**src/design/dsrc_pkg.sv**
```systemverilog
// dsrc_pkg: shared types and constants of the dark spot region counter
// no dependencies; used by every module of the block by scoped names

package dsrc_pkg;

    localparam int unsigned CNT_W       = 22;
    localparam logic [CNT_W-1:0] CNT_MAX = 22'h3F_FFFF;
    localparam int unsigned MAX_HEIGHT  = 2048;

    // register indexes of the configuration port
    localparam logic [1:0] CFG_IMAGE_WIDTH    = 2'd0;
    localparam logic [1:0] CFG_IMAGE_HEIGHT   = 2'd1;
    localparam logic [1:0] CFG_DARK_THRESHOLD = 2'd2;

    localparam logic [11:0] RST_IMAGE_WIDTH    = 12'd640;
    localparam logic [11:0] RST_IMAGE_HEIGHT   = 12'd480;
    localparam logic [7:0]  RST_DARK_THRESHOLD = 8'd60;

    // queue between front and back
    localparam int unsigned QUEUE_DEPTH = 4;
    localparam int unsigned QPTR_W      = 2;
    localparam int unsigned QCNT_W      = 3;

    typedef struct packed {
        logic [7:0] gray_level;
        logic [7:0] region_label;
    } t_in_item;

    typedef struct packed {
        logic [10:0]      pixel_row;
        logic [10:0]      pixel_col;
        logic             dark_mark;
        logic [7:0]       region_id;
        logic [CNT_W-1:0] region_pixel_count;
        logic [CNT_W-1:0] region_dark_count;
    } t_out_item;

    // classified pixel handed from front to back
    typedef struct packed {
        logic [10:0] pixel_row;
        logic [10:0] pixel_col;
        logic        dark_mark;
        logic [7:0]  region_id;
    } t_queue_item;

    typedef struct packed {
        logic [11:0] image_width;
        logic [11:0] image_height;
        logic [7:0]  dark_threshold;
    } t_cfg;

endpackage

```
**src/design/dsrc_fifo.sv**
```systemverilog
// dsrc_fifo: short queue of classified pixels between front and back
// depends on dsrc_pkg

module dsrc_fifo (
    input  logic                  i_clk,
    input  logic                  i_rst_n,
    input  logic                  i_push,
    input  dsrc_pkg::t_queue_item i_push_data,
    input  logic                  i_pop,
    output logic                  o_full,
    output logic                  o_empty,
    output dsrc_pkg::t_queue_item o_head
);

    dsrc_pkg::t_queue_item r_buf [dsrc_pkg::QUEUE_DEPTH];

    logic [dsrc_pkg::QPTR_W-1:0] r_wptr;
    logic [dsrc_pkg::QPTR_W-1:0] r_rptr;
    logic [dsrc_pkg::QCNT_W-1:0] r_count;

    always_ff @(posedge i_clk) begin
        if (!i_rst_n) begin
            r_wptr  <= '0;
            r_rptr  <= '0;
            r_count <= '0;
        end else begin
            if (i_push) begin
                r_wptr <= r_wptr + 1'b1;
            end
            if (i_pop) begin
                r_rptr <= r_rptr + 1'b1;
            end
            if (i_push && !i_pop) begin
                r_count <= r_count + 1'b1;
            end else if (!i_push && i_pop) begin
                r_count <= r_count - 1'b1;
            end
        end
    end

    always_ff @(posedge i_clk) begin
        if (i_push) begin
            r_buf[r_wptr] <= i_push_data;
        end
    end

    assign o_full  = (r_count == dsrc_pkg::QCNT_W'(dsrc_pkg::QUEUE_DEPTH));
    assign o_empty = (r_count == '0);
    assign o_head  = r_buf[r_rptr];

endmodule

```
**config.mk**
```make
export PLATFORM = sky130hd
export DESIGN_NAME = dsrc_fifo
export DESIGN_NICKNAME = d
export VERILOG_FILES = /design/src/design/dsrc_pkg.sv /design/src/design/dsrc_fifo.sv
export SDC_FILE = /design/constraint.sdc
export NUM_CORES = 1
export LEC_CHECK = 0
export ABC_AREA = 0
export BUFFER_PORTS_ARGS = -buffer_cell sky130_fd_sc_hd__clkbuf_2
export CORE_MARGIN = 1
export CORE_UTILIZATION = 59
export DETAILED_ROUTE_END_ITERATION = 8
export GPL_ROUTABILITY_DRIVEN = 1
export PLACE_DENSITY_LB_ADDON = 0.05
export RECOVER_POWER = 100
export SLEW_MARGIN = 40
export SYNTH_ARGS = -nofsm -noshare
export SYNTH_HDL_FRONTEND = slang
export SYNTH_SLANG_ARGS = --single-unit
```
**constraint.sdc**
```tcl
create_clock -name i_clk -period 3.8 [get_ports i_clk]
set_input_delay 0.76 -clock i_clk [delete_from_list [all_inputs] [get_ports i_clk]]
set_output_delay 0.76 -clock i_clk [all_outputs]
set_load 0.005 [all_outputs]
```
# Yosys cells after proc, flatten, opt, wreduce, memory -nomap -nowiden
# Memory sizes are Yosys's and may differ from the RTL's. A register that Yosys moved wholly into a read port is not among the register bits.
# Cells that the tools add are included.
totals:
  reg_bits: 7
  n_memories: 1
  ramBits: 124
  inputBits: 35
  wordCells: 21
  out_inout_bits: 33
classes:
  n_eq_ne: 1
  n_mux: 6
  reduce_logical: 6
  add_sub_neg: 4
memory_table:
  columns: ["memory", "words", "word_bits", "rd", "rd_ports_with_merged_regs", "wr", "line_no", "text"]
  rows:
  - ["r_buf", 4, 31, 1, 1, 1, "dsrc_fifo.sv:15", "dsrc_pkg::t_queue_item r_buf [dsrc_pkg::QUEUE_DEPTH];"]
op_table:
  columns: ["cell", "n"]
  rows:
  - ["$mux 3", 2]
  - ["$add 2x1->2 const B", 2]
  - ["$mux 2", 2]
  - ["$add 3x1->3 const B", 1]
  - ["$eq 3x3->1 const B", 1]
  - ["$logic_not 3->1", 1]
  - ["$sub 3x1->3 const B", 1]
  - ["$logic_and 1x1->1", 2]
  - ["$logic_not 1->1", 2]
  - ["$mux 1", 2]
  - ["$reduce_bool 2->1", 1]

# Depth between registers and ports, before layout
depth:
  word_depth: 4
  depth_mapped: 7

# Worst setup path before layout
# Ideal clock, no wire load.
synth_timing:
  path_type: "input to register"
  startpoint: "input i_pop"
  endpoint: "register r_count[2] in the netlist's numbering"
  stages: 7
  t_required_ns: 3.724
  arrival_ns: 1.961
  setup_slack_ns: 1.763
  path_cell_list: "inv_1 -> ha_1 -> inv_1 -> fa_1 -> xor2_1 -> or3_1 -> a21boi_0"
synth_between:
  elab_chain_len: 3
  elab_cells_between_ends: 5
  cone_classes: "mux (1); reduce/logical (4)"
synth_rtl:
  columns: ["item", "line_no", "text"]
  rows:
  - ["start, declared", "dsrc_fifo.sv:9", "input logic i_pop,"]
  - ["$logic_not 1->1", "dsrc_fifo.sv:33", "if (i_push && !i_pop) begin"]
  - ["$logic_and 1x1->1", "dsrc_fifo.sv:33", null]
  - ["$mux 3 / $reduce_bool 2->1 (equally long branches)", null, null]
  - ["end signal, assigned", "dsrc_fifo.sv:34", "r_count <= r_count + 1'b1;"]
  - ["end signal, assigned", "dsrc_fifo.sv:36", "r_count <= r_count - 1'b1;"]
  - ["end, declared", "dsrc_fifo.sv:19", "logic [dsrc_pkg::QCNT_W-1:0] r_count;"]
# Several ways; a longest one is shown, not always the timed one.
# A chain may end at the register's enable or synchronous reset.

==> results_dict.tcl <==
set metrics [dict create \
    drt_iter0_markers 128 \
    ys_ff_latch 133 \
    syn_nets 245 \
    synth-edff-count 124 \
    rr_endpoint "r_buf[0][25]" \
    drive_gt1_share_pct 27.8 \
    final_area_um2 5850 \
    start_util_pct 62.4 \
    synth_top_area_cell "edfxtp_1" \
    hold_end "r_buf[1][9]" \
    synthArstFlopShare_pct 0 \
    grt_pass1_wl_um 12500 \
    yosysTopAreaCellShare_pct 75.7 \
    synth_ff_type "edfxtp_1" \
    n_antenna_cell 0 \
    ys_top_cells_by_area "edfxtp_1 76%, mux4_2 14%, dfxtp_1 3.7%" \
    max_stage_delay_ps 1310 \
    gp_congestion 0.722 \
    cts_htree_levels 4 \
    worst-setup-path-type "flip-flop to output pin" \
    hp-start "i_push_data[9]" \
    placed_cell_area_um2 5380 \
    setup_viol 0 \
    path_cells "mux4_2 > clkbuf_2" \
    ctsHoldBuffers 0 \
    final_hold_viol_count 0 \
    crit_buf_inv 1 \
    endpoint_kind "output pin" \
    slew_headroom_pct -57.6 \
    grt_pass1_vias 2385 \
    dieArea_um2 8710 \
    clock.fmax_mhz 316 \
    syn_area_um2 4920 \
    die_y_um 93.3 \
    avgSynthCellArea_um2 24.1 \
    cpLargestDelayFamily "flip-flops" \
    drt-total-wl_um 8090 \
    dp_slack_ps 1490 \
    cts_setup_buffers 0 \
    fin_skew_ps 7.74 \
    r2r_slack_ps 1050 \
    critPathArrivalTime_ps 2410 \
    cp_slowest_cell "dfxtp_1" \
    grt_max_degree 32 \
    maxSlewViolCount 96 \
    final_util_pct 74.1 \
    min_path_cells 1 \
    ant_nets 0 \
    reg2reg_from "r_wptr[0]" \
    maxCapViolCount 3 \
    p_leak_nw 1.93 \
    drt_first_pass_iters 4 \
    drc 0 \
    tritoncts "done" \
    wl_per_cell_um 20.2 \
    antenna_found_initial 0 \
    startpoint_type "flip-flop" \
    clockBufferDepth 2 \
    yosys-top-cells-count "124 x edfxtp_1, 30 x mux4_2, 9 x and2_1, 9 x dfxtp_1, 5 x ha_1" \
    post-route-min-period_ps 3170 \
    cts.sinks 133 \
    ys_warn_count 0 \
    fin_setup_tns_ps 0 \
    status "finished with violations" \
    fin_ws_ps 632 \
    syn2layout_area_growth_pct 18.8 \
    port_buffers 67 \
    hpwl_um 4800 \
    synth_most_common_cell "edfxtp_1" \
    hold_class "primary input to flip-flop" \
    rows 32 \
    cts_buffers 17 \
    p_total_mw 3.50 \
    violations "max-capacitance violations, max-slew violations" \
    clkSlewWorstSetupHoldPaths_ps 60 \
    nets 328 \
    fillCellCount 476 \
    io_pins 68 \
    grt.overflow.total 0 \
    ys_seq_area_share_pct 79.3 \
    gr-usage-all-layers_pct 20.7 \
    clk_latency_ps 510 \
    cts_resized 0 \
    core_area_um2 7890 \
    routed_via_density 5.64 \
    tightest_slew_ps 2360 \
    worstPathMaxFanout 31 \
    worst_ir_drop_vdd_v 0.000431 \
    fin_crit_sh_pct 83.4 \
    p_per_area_nw_per_um2 598 \
    synth_cells 204 \
    required_ps 3040 \
    cts.root.buffer_cell "clkbuf_8" \
    die_w_um 93.3 \
    vias 2263 \
    synth_cell_types 20 \
    rsz0062_at_grt "no" \
    reg2regPathDepth 3 \
]
cells in the final DEF (no fill, tap or decap):
cell,netlist,layout
a21boi_0,1,1
and2_0,0,7
and2_1,9,2
buf_4,0,2
bufinv_16,0,2
clkbuf_1,0,49
clkbuf_16,0,16
clkbuf_2,0,20
clkbuf_8,0,1
clkinv_2,0,5
clkinv_4,0,1
clkinvlp_4,0,3
dfxtp_1,9,8
dfxtp_2,0,1
edfxtp_1,124,124
fa_1,1,1
ha_1,5,5
inv_1,4,4
inv_6,0,2
mux2i_1,2,2
mux4_1,1,1
mux4_2,30,30
nand2_1,1,1
nor2b_1,2,2
nor3_1,1,1
nor3b_1,1,1
o21ai_0,1,1
or3_1,1,1
xnor2_1,2,2
xor2_1,3,3
report_power, final:
part / internal, mW / switching, mW / leakage [nW]
combinational: 0.136 / 0.129 / 0.446
sequential: 1.68 / 0.0399 / 1.21
clock: 0.926 / 0.580 / 0.267
total: 2.75 / 0.748 / 1.93
cell type report:
cell class	instances	area (um2)	share of cell area, %
Clock buffer	18	418	7.15
Sequential cell	133	3910	66.8
Multi-Input combinational cell	61	952	16.3
Inverter	4	15.0	0.257
Timing Repair Buffer	70	295	5.05
Tap cell	102	128	2.18
Clock inverter	13	134	2.29
state kept, by name, summed over array words and instances (netlist names), named ones only:
register / cells
r_count: 3
r_wptr: 2
r_buf: 124
r_rptr: 2
per-stage QoR:
step,cells,hold WS (ps)
2_1_floorplan,204,472
3_3_place_gp,369,500
3_5_place_dp,370,518
4_1_cts,401,444
5_1_grt,401,496
6_report,401,496
how the worst max path moves through the flow:
stage | to | slack (ps) | cells past startpoint
global route | o_head[17] | 490 | 2
global placement | o_head[26] | 1500 | 3
detailed placement | r_count[2] | 1490 | 7
CTS | o_head[26] | 930 | 3
floorplan | r_count[2] | 1760 | 7
finish | o_head[12] | 630 | 2
metal layers:
layer / GRT usage (%) / vias up / routed length [um]
li1: - / 1011 / -
met1: 25.7 / 1168 / 3360
met2: 35.3 / 70 / 4260
met3: 5.45 / 14 / 351
met4: 7.69 / 0 / 117
met5: 0 / - / 0
kinds of logic (layout without fill, tap and decap cells):
| family | count (synthesis) | in the layout | share of synthesized area, % |
|---|---|---|---|
| AO/OA/AOI/OAI | 2 | 2 | 0.254 |
| XOR/XNOR | 5 | 5 | 0.890 |
| adder cells (fa/ha/maj) | 6 | 6 | 1.68 |
| buffers and inverters | 10 | 105 | 1.30 |
| flip-flops | 133 | 133 | 79.3 |
| multiplexers | 33 | 33 | 14.7 |
| AND/OR/NAND/NOR | 15 | 15 | 1.86 |
No activity file was read; power rests on OpenSTA's default activity.
